## src/hdl/lpfr_pkg.sv

```systemverilog
// Package for the length-prefixed frame receiver: payload structs, configuration
// layout, register indexes, result codes and frame constants.
// No dependencies.
package lpfr_pkg;

    // frame layout
    localparam int unsigned MIN_FRAME_BYTES = 4;
    localparam int unsigned COUNT_W         = 9;
    localparam int unsigned ELAPSED_W       = 17;

    // configuration register indexes and reset values
    localparam int unsigned CFG_INDEX_W = 8;
    localparam int unsigned CFG_DATA_W  = 16;
    localparam logic [CFG_INDEX_W-1:0] CFG_START_BYTE    = 8'd0;
    localparam logic [CFG_INDEX_W-1:0] CFG_TIMEOUT_TICKS = 8'd1;
    localparam logic [7:0]  START_BYTE_RESET    = 8'd103;
    localparam logic [15:0] TIMEOUT_TICKS_RESET = 16'd1000;

    // input action codes
    localparam logic ACT_BYTE = 1'b0;
    localparam logic ACT_TICK = 1'b1;

    // result event codes
    localparam logic EV_COMPLETE = 1'b0;
    localparam logic EV_TIMEOUT  = 1'b1;

    typedef struct packed {
        logic       action;
        logic [7:0] data_byte;
    } lpfr_in_t;

    typedef struct packed {
        logic       event_res;
        logic [7:0] msg_id;
        logic [7:0] body_len;
        logic [7:0] rx_checksum;
        logic [7:0] sum_check;
        logic       checksum_ok;
    } lpfr_out_t;

    typedef struct packed {
        logic [7:0]  start_byte;
        logic [15:0] timeout_ticks;
    } lpfr_cfg_t;

endpackage

```

## src/hdl/length_prefixed_frame_receiver_unit.sv

```systemverilog
// Length-prefixed frame receiver top level: configuration registers, frame
// core and a two-entry result buffer. Depends on lpfr_pkg, lpfr_frame_core.
// A result is registered into the output register, or into the skid entry when
// the output is held. Throughput: one input transaction per cycle; input stalls
// only when both result buffer entries are full.
// Reset (aresetn low, synchronous): idle, buffer empty, registers to defaults.
module length_prefixed_frame_receiver_unit (
    input  logic                                  aclk,
    input  logic                                  aresetn,
    input  logic                                  s_valid,
    output logic                                  s_ready,
    input  lpfr_pkg::lpfr_in_t                    s_data,
    output logic                                  m_valid,
    input  logic                                  m_ready,
    output lpfr_pkg::lpfr_out_t                   m_data,
    input  logic                                  cfg_valid,
    output logic                                  cfg_ready,
    input  logic [lpfr_pkg::CFG_INDEX_W-1:0]      cfg_index,
    input  logic [lpfr_pkg::CFG_DATA_W-1:0]       cfg_data
);

    lpfr_pkg::lpfr_cfg_t cfg_reg;
    logic                res_valid;
    lpfr_pkg::lpfr_out_t res_item;
    logic                out_valid_reg;
    lpfr_pkg::lpfr_out_t out_reg;
    logic                skid_valid_reg;
    lpfr_pkg::lpfr_out_t skid_reg;
    logic                out_free;

    assign cfg_ready = 1'b1;
    assign s_ready   = !skid_valid_reg;
    assign m_valid   = out_valid_reg;
    assign m_data    = out_reg;
    assign out_free  = !out_valid_reg || m_ready;

    // configuration registers
    always_ff @(posedge aclk) begin
        if (!aresetn) begin
            cfg_reg.start_byte    <= lpfr_pkg::START_BYTE_RESET;
            cfg_reg.timeout_ticks <= lpfr_pkg::TIMEOUT_TICKS_RESET;
        end else if (cfg_valid) begin
            case (cfg_index)
                lpfr_pkg::CFG_START_BYTE:    cfg_reg.start_byte    <= cfg_data[7:0];
                lpfr_pkg::CFG_TIMEOUT_TICKS: cfg_reg.timeout_ticks <= cfg_data;
                default: ;
            endcase
        end
    end

    lpfr_frame_core u_core (
        .aclk      (aclk),
        .aresetn   (aresetn),
        .in_accept (s_valid && s_ready),
        .in_item   (s_data),
        .cfg       (cfg_reg),
        .res_valid (res_valid),
        .res_item  (res_item)
    );

    // result register with skid entry
    always_ff @(posedge aclk) begin
        if (!aresetn) begin
            out_valid_reg  <= 1'b0;
            skid_valid_reg <= 1'b0;
        end else if (out_free) begin
            if (skid_valid_reg) begin
                out_valid_reg  <= 1'b1;
                skid_valid_reg <= res_valid;
            end else begin
                out_valid_reg  <= res_valid;
            end
        end else if (res_valid) begin
            skid_valid_reg <= 1'b1;
        end
    end

    // result payloads
    always_ff @(posedge aclk) begin
        if (out_free) begin
            if (skid_valid_reg) begin
                out_reg <= skid_reg;
                if (res_valid) begin
                    skid_reg <= res_item;
                end
            end else if (res_valid) begin
                out_reg <= res_item;
            end
        end else if (res_valid) begin
            skid_reg <= res_item;
        end
    end

endmodule

```

## src/hdl/lpfr_frame_core.sv

```systemverilog
// Frame tracking core: start detection, byte counting, checksum sum and
// tick timeout. Produces at most one result per accepted transaction.
// Depends on lpfr_pkg.
module lpfr_frame_core (
    input  logic                aclk,
    input  logic                aresetn,
    input  logic                in_accept,
    input  lpfr_pkg::lpfr_in_t  in_item,
    input  lpfr_pkg::lpfr_cfg_t cfg,
    output logic                res_valid,
    output lpfr_pkg::lpfr_out_t res_item
);

    logic                                frame_open_reg, frame_open_next;
    logic [lpfr_pkg::COUNT_W-1:0]        byte_count_reg, byte_count_next;
    logic [7:0]                          frame_id_reg, frame_id_next;
    logic [7:0]                          frame_len_reg, frame_len_next;
    logic [7:0]                          running_sum_reg, running_sum_next;
    logic [lpfr_pkg::ELAPSED_W-1:0]      elapsed_reg, elapsed_next;

    logic [lpfr_pkg::COUNT_W-1:0]        count_inc;
    logic [lpfr_pkg::COUNT_W-1:0]        frame_end;
    logic [lpfr_pkg::ELAPSED_W-1:0]      elapsed_inc;
    logic [7:0]                          calc;
    logic [7:0]                          sum_base;
    logic [lpfr_pkg::COUNT_W-1:0]        count_base;

    // next state and result for one transaction
    always_comb begin
        frame_open_next  = frame_open_reg;
        byte_count_next  = byte_count_reg;
        frame_id_next    = frame_id_reg;
        frame_len_next   = frame_len_reg;
        running_sum_next = running_sum_reg;
        elapsed_next     = elapsed_reg;
        res_valid        = 1'b0;
        res_item         = '0;
        count_base       = frame_open_reg ? byte_count_reg : '0;
        sum_base         = frame_open_reg ? running_sum_reg : 8'd0;
        count_inc        = count_base + lpfr_pkg::COUNT_W'(1);
        frame_end        = lpfr_pkg::COUNT_W'(lpfr_pkg::MIN_FRAME_BYTES)
                           + {1'b0, frame_len_reg};
        calc             = 8'd0 - sum_base;
        elapsed_inc      = (&elapsed_reg) ? elapsed_reg
                           : elapsed_reg + lpfr_pkg::ELAPSED_W'(1);

        if (in_accept) begin
            if (in_item.action == lpfr_pkg::ACT_TICK) begin
                // tick: age the open frame and drop it on timeout
                if (frame_open_reg) begin
                    elapsed_next = elapsed_inc;
                    if (elapsed_inc > {1'b0, cfg.timeout_ticks}) begin
                        frame_open_next    = 1'b0;
                        byte_count_next    = '0;
                        frame_id_next      = '0;
                        frame_len_next     = '0;
                        running_sum_next   = '0;
                        elapsed_next       = '0;
                        res_valid          = 1'b1;
                        res_item.event_res = lpfr_pkg::EV_TIMEOUT;
                    end
                end
            end else if (frame_open_reg || in_item.data_byte == cfg.start_byte) begin
                // frame byte, the start byte opens a clean frame
                if (!frame_open_reg) begin
                    frame_id_next  = '0;
                    frame_len_next = '0;
                    elapsed_next   = '0;
                end
                frame_open_next = 1'b1;
                byte_count_next = count_inc;
                if (count_inc == lpfr_pkg::COUNT_W'(2)) begin
                    frame_id_next = in_item.data_byte;
                end else if (count_inc == lpfr_pkg::COUNT_W'(3)) begin
                    frame_len_next = in_item.data_byte;
                end
                if (count_inc >= lpfr_pkg::COUNT_W'(lpfr_pkg::MIN_FRAME_BYTES)
                    && count_inc == frame_end) begin
                    res_valid              = 1'b1;
                    res_item.event_res     = lpfr_pkg::EV_COMPLETE;
                    res_item.msg_id        = frame_id_reg;
                    res_item.body_len      = frame_len_reg;
                    res_item.rx_checksum   = in_item.data_byte;
                    res_item.sum_check     = calc;
                    res_item.checksum_ok   = (calc == in_item.data_byte);
                    frame_open_next        = 1'b0;
                    byte_count_next        = '0;
                    frame_id_next          = '0;
                    frame_len_next         = '0;
                    running_sum_next       = '0;
                    elapsed_next           = '0;
                end else begin
                    running_sum_next = sum_base + in_item.data_byte;
                end
            end
        end
    end

    // frame state registers
    always_ff @(posedge aclk) begin
        if (!aresetn) begin
            frame_open_reg  <= 1'b0;
            byte_count_reg  <= '0;
            frame_id_reg    <= '0;
            frame_len_reg   <= '0;
            running_sum_reg <= '0;
            elapsed_reg     <= '0;
        end else begin
            frame_open_reg  <= frame_open_next;
            byte_count_reg  <= byte_count_next;
            frame_id_reg    <= frame_id_next;
            frame_len_reg   <= frame_len_next;
            running_sum_reg <= running_sum_next;
            elapsed_reg     <= elapsed_next;
        end
    end

endmodule

```

## config.mk

```make
export PLATFORM = sky130hd
export DESIGN_NAME = length_prefixed_frame_receiver_unit
export DESIGN_NICKNAME = d
export VERILOG_FILES = /design/src/hdl/lpfr_pkg.sv /design/src/hdl/length_prefixed_frame_receiver_unit.sv /design/src/hdl/lpfr_frame_core.sv
export SDC_FILE = /design/constraint.sdc
export NUM_CORES = 1
export LEC_CHECK = 0
export BUFFER_PORTS_ARGS = -buffer_cell sky130_fd_sc_hd__buf_2
export CAP_MARGIN = 10
export CORE_MARGIN = 2
export CORE_UTILIZATION = 50
export CTS_CLUSTER_SIZE = 8
export DETAILED_ROUTE_END_ITERATION = 12
export GPL_TIMING_DRIVEN = 0
export HOLD_SLACK_MARGIN = 0.02
export PLACE_DENSITY = 0.69
export SYNTH_ARGS = -nofsm -noshare
export SYNTH_HDL_FRONTEND = slang
export SYNTH_SLANG_ARGS = --single-unit
```

## constraint.sdc

```tcl
create_clock -name aclk -period 11 [get_ports aclk]
set_input_delay 0.55 -clock aclk [delete_from_list [all_inputs] [get_ports aclk]]
set_output_delay 0.55 -clock aclk [all_outputs]
set_load 0.02 [all_outputs]
```

## Word level (Yosys, flattened, before mapping)

Cells that the tools add are included.

| cells by class | value |
|---|---|
| equal/unequal tests | 11 |
| reduce and logical (&&, ||, !) cells | 18 |
| multiplexer cells | 55 |
| order comparisons | 2 |
| $add $sub $neg | 5 |

Operator list:

| operator | count |
|---|---|
| two-way mux 34 bit | 7 |
| two-way mux 8 bit | 17 |
| two-way mux 17 bit | 7 |
| two-way mux 33 bit | 2 |
| two-way mux 9 bit | 6 |
| == test 9 x 2 -> 1 bit (second input constant) | 2 |
| adder 17 x 1 -> 17 bit (second input constant) | 1 |
| greater-than comparator 17 x 16 -> 1 bit | 1 |
| AND reduction 17 bit | 1 |
| == test 8 bit | 2 |
| two-way mux 1 bit | 16 |
| adder 3 x 8 -> 9 bit (first input constant) | 1 |
| adder 9 x 1 -> 9 bit (second input constant) | 1 |
| == test 9 bit | 1 |
| >= comparator 9 x 3 -> 1 bit (second input constant) | 1 |
| adder 8 bit | 1 |
| == test 8 x 1 -> 1 bit (second input constant) | 1 |
| logical NOT 8 bit | 1 |
| AND reduction 2 bit | 4 |
| AND reduction 4 bit | 2 |
| subtractor 1 x 8 -> 8 bit (first input constant) | 1 |
| nonzero test 2 bit | 3 |
| AND reduction 5 bit | 1 |
| inequality test 2 x 1 -> 1 bit (second input constant) | 2 |
| 6 further kinds | 9 |

| word-level totals | value |
|---|---|
| register bits after elaboration | 145 |
| output and inout bits | 37 |
| word-level logic and storage cells | 113 |
| bits of input ports | 38 |

## Longest topological paths before layout

Gate-level depths: netlist of run 1.

| logic depth | value |
|---|---|
| word-level depth | 11 |
| depth in mapped cells | 19 |
| depth with buffers taken out | 15 |

## Modules after synthesis

A second synthesis of run 1 with hierarchy kept.

| unflattened totals | value |
|---|---|
| cells, all modules | 756 |
| area, all modules | 7713.6 µm² |

By module, submodules not included:

| module | sequential area each (µm²) | times used | cells each | area an instance (µm²) |
|---|---|---|---|---|
| lpfr_frame_core | 1021.0 | 1 | 527 | 4127.7 |
| length_prefixed_frame_receiver_unit | 2562.5 | 1 | 229 | 3585.9 |

## Worst setup path before layout of run 1

OpenSTA, ideal clock, no wires.

| timing path | value |
|---|---|
| kind | reg-to-reg |
| from | register u_core.frame_open_reg (netlist name) |
| to | register skid_reg[0] (netlist name), enable pin |
| required time | 10.533 ns |
| stages on the path, launching flop included | 15 |
| setup time | 0.467 ns |
| buffers on the path | 5 |
| arrival | 5.374 ns |
| path slack | 5.158 ns |
| clock period less this slack | 5.842 ns |
| cell sequence | dfxtp_1 buf_4 buf_2 buf_1 clkbuf_1 and2_1 ha_1 buf_2 nand4_4 or3_1 a21oi_2 nor3b_2 nor3_4 a21oi_4 nor3_1 |

RTL lines:

| element | RTL line | text |
|---|---|---|
| end signal: assignment | length_prefixed_frame_receiver_unit.sv:84 | `skid_reg <= res_item;` |
| end signal: assignment | length_prefixed_frame_receiver_unit.sv:90 | `skid_reg <= res_item;` |
| end: declaration | length_prefixed_frame_receiver_unit.sv:28 | `lpfr_pkg::lpfr_out_t skid_reg;` |

==> results.py, run 1 <==
metrics = {
    "sta": {
        "maxSlewViolCount": 0,
        "skew_ps": 11.9,
        "finalSetupTns_ps": 0,
        "clock.fmax_mhz": 199,
        "period_share_pct": 45.6,
        "hold_viol_final": 0,
        "relSlewSlack_pct": 45.2,
        "setup_violations": 0,
        "worst_pin_slew_ps": 819,
        "min_period_ps": 5010,
        "rsz0062_at_grt": "false",
        "holdWs_ps": 342,
    },
    "critical_path": {
        "worstPathArrival_ps": 5150,
        "cp-start-kind": "register",
        "slowest_stage": "nor3_2",
        "cp_slowest_stage_delay_ps": 600,
        "cp_top_family": "buffers and inverters",
        "worstPathCellList": "buf_4, buf_2, buf_1, clkbuf_1, and2_1, ha_1, buf_2, nand4_4, or3_1, a21oi_2, nor3b_2, nor3_4, a21oi_4, nor3_2, buf_6, buf_6",
        "crit_type": "register to register",
        "crit_path_start": "u_core.frame_open_reg",
        "worstReg2RegStart": "u_core.frame_open_reg",
        "timing.critical_path.buf_inv": 7,
        "cp_max_fo": 10,
        "cp-end-kind": "register",
        "critPathRequiredTime_ps": 11140,
    },
    "synth": {
        "syn_area_um2": 7540,
        "ys.flop_type": "dfxtp_1",
        "yosysWarningCount": 0,
        "syn_inst": 723,
        "synth_area_per_cell_um2": 10.4,
        "yosysUniqueCellTypes": 73,
        "ys_ff_latch": 145,
        "synth-seq-area-share_pct": 47.5,
        "async_reset_ff_share_pct": 0,
        "synthesis.nets": 791,
        "synth_edf_count": 68,
    },
    "placed_design": {
        "dpl_cell_area_um2": 8200,
        "dp_hpwl_um": 13200,
        "gp_congestion": 0.938,
        "port_buffers": 72,
    },
    "clocking": {
        "cts.sinks": 145,
        "cts.htree.levels": 4,
        "clk_latency_ps": 420,
        "numCtsBuffers": 17,
        "cts_tree": "built",
        "cts-root-buf": "clkbuf_16",
        "cts_hold_buffers": 0,
        "ctsResizeCount": 0,
        "cts.clk_slew.worst_paths_ps": 60,
        "clock_path_buffers": 2,
        "cts_setup_buffers": 0,
    },
    "power_and_ir_drop": {
        "power_density_nw_per_um2": 134,
        "p_sw_share_pct": 21.2,
        "p_leak_nw": 3.58,
        "finalPower_w": 0.00118,
        "combPwrFrac_pct": 3.0,
        "switchingPower_w": 0.000249,
        "power.share.clock_pct": 49.4,
        "p_int_w": 0.000928,
        "seqPwrFrac_pct": 47.6,
        "peakVddDrop_mv": 0.105,
    },
    "global_route": {
        "grt_pass1_wl_um": 29200,
        "first_global_vias": 5675,
        "grtUsageTotal_pct": 23.2,
        "grt_max_degree": 35,
        "antenna_found_initial": 0,
        "grt.overflow.total": 0,
    },
    "hold_path": {
        "min_from": "cfg_data[8]",
        "hold_class": "input pin to register",
    },
    "die": {
        "die_h_um": 127,
        "start_util_pct": 51.5,
        "core_area_um2": 14600,
        "num_io_pins": 75,
        "die-area_um2": 16100,
        "core.rowCount": 44,
        "die_w_um": 127,
    },
    "layout": {
        "final_cell_area_um2": 8790,
        "fillers": 1234,
        "num_antenna_cells": 0,
        "nNetsFinal": 886,
        "drive_gt1_share_pct": 18.5,
        "layout_common_cells": "buf_2, dfxtp_1, nand2_1, edfxtp_1, a22o_1",
        "area_growth_syn_to_layout_pct": 16.6,
        "multiInputGateArea_um2": 3680,
        "mostFrequentLayoutCell": "buf_2",
        "ff_latch_area_um2": 3580,
    },
    "drt": {
        "routed_wl_um": 18000,
        "wl_per_cell_um": 17.7,
        "detail-route-antenna-nets": 0,
        "via_per_inst": 5.73,
        "vias": 5816,
        "dr.pass1.iters": 5,
        "drc": 0,
        "first_iter_violations": 503,
    },
    "run": {
        "drv_cap": 0,
    },
    "run_status": {
        "status": "finished clean",
    },
}
power by group through the flow:
stage	Sequential (W)	Combinational, W	Clock, W
after floorplan	0.000571	0.0000164	0
after global placement	0.000571	0.0000341	0
after detailed placement	0.000571	0.0000350	0
after CTS	0.000560	0.0000352	0.000591
after global routing	0.000559	0.0000381	0.000616
final	0.000560	0.0000354	0.000582
worst paths after layout:
check                           slack [ps]                   endpoint  depth (start not counted)
worst min-delay path                   340                 cfg_reg[8]                          3
worst max-delay path                  5990               skid_reg[31]                         16
worst max register to register        5990               skid_reg[31]                         16
worst min register to register         470  u_core.running_sum_reg[7]                          2
cells by family (layout without fill, tap and decap cells):
logic type / Yosys count / in the layout / share of synthesized area [%]
adders and majority gates: 30 / 30 / 5.08
buffers and inverters: 64 / 172 / 3.83
DFF: 145 / 145 / 47.5
AOI/OAI and AO/OA: 149 / 149 / 15.5
and+or+nand+nor: 252 / 252 / 17.9
xor gates and xnor gates: 56 / 56 / 6.69
other: 1 / 1 / 0.0497
muxes: 26 / 26 / 3.47
layout make-up:
cell class / instances / share of cell area (%)
multi-input cells: 514 / 41.8
flip-flops and latches: 145 / 40.7
clock buffers: 22 / 5.41
repair buffers: 76 / 4.71
well taps: 184 / 2.62
plain buffers: 37 / 2.13
clock inverters: 10 / 1.39
inverters: 27 / 1.15
metrics by stage:
| stage | cells | worst slack [ps] | util, % |
|---|---|---|---|
| floorplan | 723 | 5160 | - |
| finish | 1015 | 5990 | 60.1 |
| detailed placement | 983 | 6030 | 56.0 |
| global route | 1015 | 5670 | 60.1 |
| CTS | 1015 | 5990 | 60.1 |
| global placement | 979 | 3300 | 55.5 |
per-layer routing:
metal  track usage, %  vias to the layer above  share of wire [%]
met1             31.0                     2816                 46
met3             4.09                       22                4.7
met4             8.40                        0                1.6
met2             38.1                      155                 47
met5                0                        -                  0
li1                 -                     2823                  -
cells in the mapped netlist (all sizes together) (3+ instances only):
| cell type | instances | area (µm²) |
|---|---|---|
| o211ai | 4 | 30.0 |
| edfxtp | 68 | 2040 |
| ha | 29 | 363 |
| a21oi | 12 | 75.1 |
| nand2 | 74 | 278 |
| o22ai | 4 | 25.0 |
| clkbuf | 16 | 61.3 |
| nand4 | 21 | 146 |
| o21ai | 29 | 156 |
| a211o | 3 | 26.3 |
| nand2b | 5 | 31.3 |
| nor2 | 39 | 154 |
| and2 | 34 | 213 |
| and3 | 6 | 37.5 |
| xnor2 | 34 | 298 |
| a21o | 8 | 61.3 |
| nand3 | 20 | 113 |
| o21a | 4 | 30.0 |
| xor2 | 21 | 184 |
| nor3b | 3 | 27.5 |
| nor3 | 10 | 72.6 |
| nand3b | 3 | 22.5 |
| inv | 27 | 101 |
| nor4 | 6 | 37.5 |
| buf | 21 | 126 |
| and4 | 3 | 28.8 |
| nor2b | 17 | 106 |
| a31oi | 6 | 37.5 |
| dfxtp | 77 | 1540 |
| mux2i | 25 | 250 |
| a41o | 5 | 72.6 |
| or3 | 3 | 18.8 |
| a22o | 55 | 482 |
| o31ai | 3 | 22.5 |
| or2 | 5 | 31.3 |
| o31a | 4 | 43.8 |
worst register-to-register path, stage by stage (launching register included):
cell,delay [ps]
dfxtp_1,310
buf_4,170
buf_2,250
buf_1,450
clkbuf_1,500
and2_1,260
ha_1,150
buf_2,200
nand4_4,200
or3_1,410
a21oi_2,230
nor3b_2,120
nor3_4,310
a21oi_4,160
nor3_2,600
buf_6,250
buf_6,160
No activity file was read; power rests on OpenSTA's default activity.
==> run 2: changes to the inputs <==
Settings changed: PLACE_DENSITY 0.69 to 0.72.
Clock period 11 ns to 4.55 ns, I/O delays scaled along.
==> run 2 against run 1 <==
  * Non-clock buffer count is 2 higher
  * Via count is 0.19% higher
  * Global-route usage is 0.19 points lower
  * Worst setup slack worse by 5800 ps
  * Highest routed layer unchanged
  * Clock-buffer cell count is 3 lower
  * Flip-flop and latch count stayed put
  * Final area is 0.84% higher
  * Largest cell class unchanged
  * Clock power is 130% higher
  * Fmax is 16% higher
==> results.py, run 2 (synthesis gave the netlist of run 1 again) <==
metrics = {
    "run_status": {
        "status": "finished clean",
    },
    "hold_path": {
        "hold_class": "input pin to register",
        "min_from": "cfg_data[9]",
        "holdPathStages": 3,
        "hold_path_end": "cfg_reg[9]",
    },
    "sta": {
        "period_share_pct": 95.3,
        "hold_viol_final": 0,
        "clock.fmax_mhz": 231,
        "relSlewSlack_pct": 44.8,
        "holdWs_ps": 36.7,
        "rsz0062_at_grt": "true",
        "finalSetupTns_ps": 0,
        "setup_violations": 0,
        "maxSlewViolCount": 0,
        "worst_pin_slew_ps": 825,
        "min_period_ps": 4340,
        "setup_slack_ps": 214,
        "skew_ps": 8.12,
    },
    "die": {
        "start_util_pct": 51.5,
        "die_w_um": 127,
        "die-area_um2": 16100,
        "num_io_pins": 75,
        "core.rowCount": 44,
        "die_h_um": 127,
        "core_area_um2": 14600,
    },
    "critical_path": {
        "crit_type": "register to register",
        "r2r_setup_slack_ps": 210,
        "worstPathArrival_ps": 4470,
        "reg2reg_to": "m_data[8]",
        "cp_max_fo": 17,
        "cp-end-kind": "register",
        "worstReg2RegStart": "u_core.frame_open_reg",
        "critPathRequiredTime_ps": 4680,
        "reg2regPathDepth": 16,
        "cp-start-kind": "register",
    },
    "drt": {
        "dr.pass1.iters": 5,
        "via_per_inst": 5.72,
        "detail-route-antenna-nets": 0,
        "first_iter_violations": 452,
        "wl_per_cell_um": 17.6,
        "vias": 5827,
        "routed_wl_um": 17900,
        "drc": 0,
    },
    "global_route": {
        "first_global_vias": 5839,
        "grt.overflow.total": 0,
        "antenna_found_initial": 0,
        "grt_pass1_wl_um": 29400,
        "grtUsageTotal_pct": 23.0,
        "grt_max_degree": 22,
    },
    "placed_design": {
        "port_buffers": 72,
        "dp_hpwl_um": 13100,
        "dp_slack_ps": -640,
        "gp_congestion": 0.881,
        "dpl_cell_area_um2": 8180,
        "numPlacedInstances": 980,
    },
    "clocking": {
        "numCtsBuffers": 17,
        "clk_latency_ps": 420,
        "clock_path_buffers": 2,
        "cts.clk_slew.worst_paths_ps": 60,
        "cts-root-buf": "clkbuf_16",
        "cts_tree": "built",
        "cts.htree.levels": 4,
        "cts.sinks": 145,
    },
    "layout": {
        "mostFrequentLayoutCell": "buf_2",
        "num_antenna_cells": 0,
        "drive_gt1_share_pct": 19.8,
        "fin_cells": 1018,
        "layout_common_cells": "buf_2, dfxtp_1, nand2_1, edfxtp_1, a22o_1",
        "nNetsFinal": 889,
        "area_growth_syn_to_layout_pct": 17.6,
        "final_cell_area_um2": 8870,
    },
    "run": {
        "drv_cap": 0,
    },
    "power_and_ir_drop": {
        "peakVddDrop_mv": 0.233,
        "power_density_nw_per_um2": 315,
        "p_leak_nw": 3.63,
    },
}
[run 2: routing by layer]
layer | GRT usage [%] | vias up | share of wire [%]
li1 | - | 2832 | -
met1 | 29.9 | 2821 | 47
met2 | 39.3 | 152 | 48
met3 | 4.34 | 22 | 3.9
met4 | 6.92 | 0 | 1.3
met5 | 0 | - | 0
[run 2: worst max path at each step]
stage,to,startpoint,slack (ps)
2_1_floorplan,m_data[0],u_core.frame_open_reg,30
3_3_place_gp,m_data[6],u_core.frame_open_reg,-1030
3_5_place_dp,m_data[7],u_core.frame_open_reg,-640
4_1_cts,m_data[8],u_core.frame_open_reg,70
5_1_grt,u_core.running_sum_reg[3],u_core.elapsed_reg[2],-6
6_report,m_data[8],u_core.frame_open_reg,210
[run 2: stage by stage]
step           total power, W  util (%)
3_3_place_gp          0.00146      55.6
2_1_floorplan         0.00142         -
4_1_cts               0.00280      60.4
5_1_grt               0.00286      60.6
6_report              0.00279      60.6
3_5_place_dp          0.00146      55.8
[run 2: report_power, final]
group / internal [W] / leakage [nW] / switching, W
combinational: 0.0000312 / 2.07 / 0.0000550
clock: 0.000762 / 0.281 / 0.000589
sequential: 0.00135 / 1.28 / 0.000000196
total: 0.00215 / 3.63 / 0.000644
[run 2: what timing repair did]
| action | in CTS | in global routing |
|---|---|---|
| resized for setup | 3 | 8 |
| hold endpoints to repair | 1 | 0 |
| hold buffers | 1 | 0 |
| setup buffers | 5 | 0 |
| pin swaps | 1 | 0 |
| gates cloned | 1 | 0 |
| endpoints found under the setup margin | 68 | 144 |
[run 2: area by class of cell]
| cell class | instances | area, µm² |
|---|---|---|
| flip-flops and latches | 145 | 3580 |
| plain buffers | 36 | 190 |
| inverters | 27 | 101 |
| well taps | 184 | 230 |
| clock inverters | 13 | 113 |
| clock buffers | 19 | 464 |
| repair buffers | 79 | 460 |
| fillers | 1188 | 5780 |
| multi-input cells | 515 | 3730 |
[run 2: worst max-delay path: stages, from the launching register on]
cell and delay [ps]:
dfxtp_1 320, buf_4 180, buf_2 260, clkbuf_2 290
clkbuf_2 300, and2_1 220, ha_1 170, buf_2 220
nand4_4 200, or3_1 400, a21oi_2 270, nor3b_4 100
nor3_4 310, a21o_2 300, a21oi_2 160, nor2b_4 170
buf_12 160
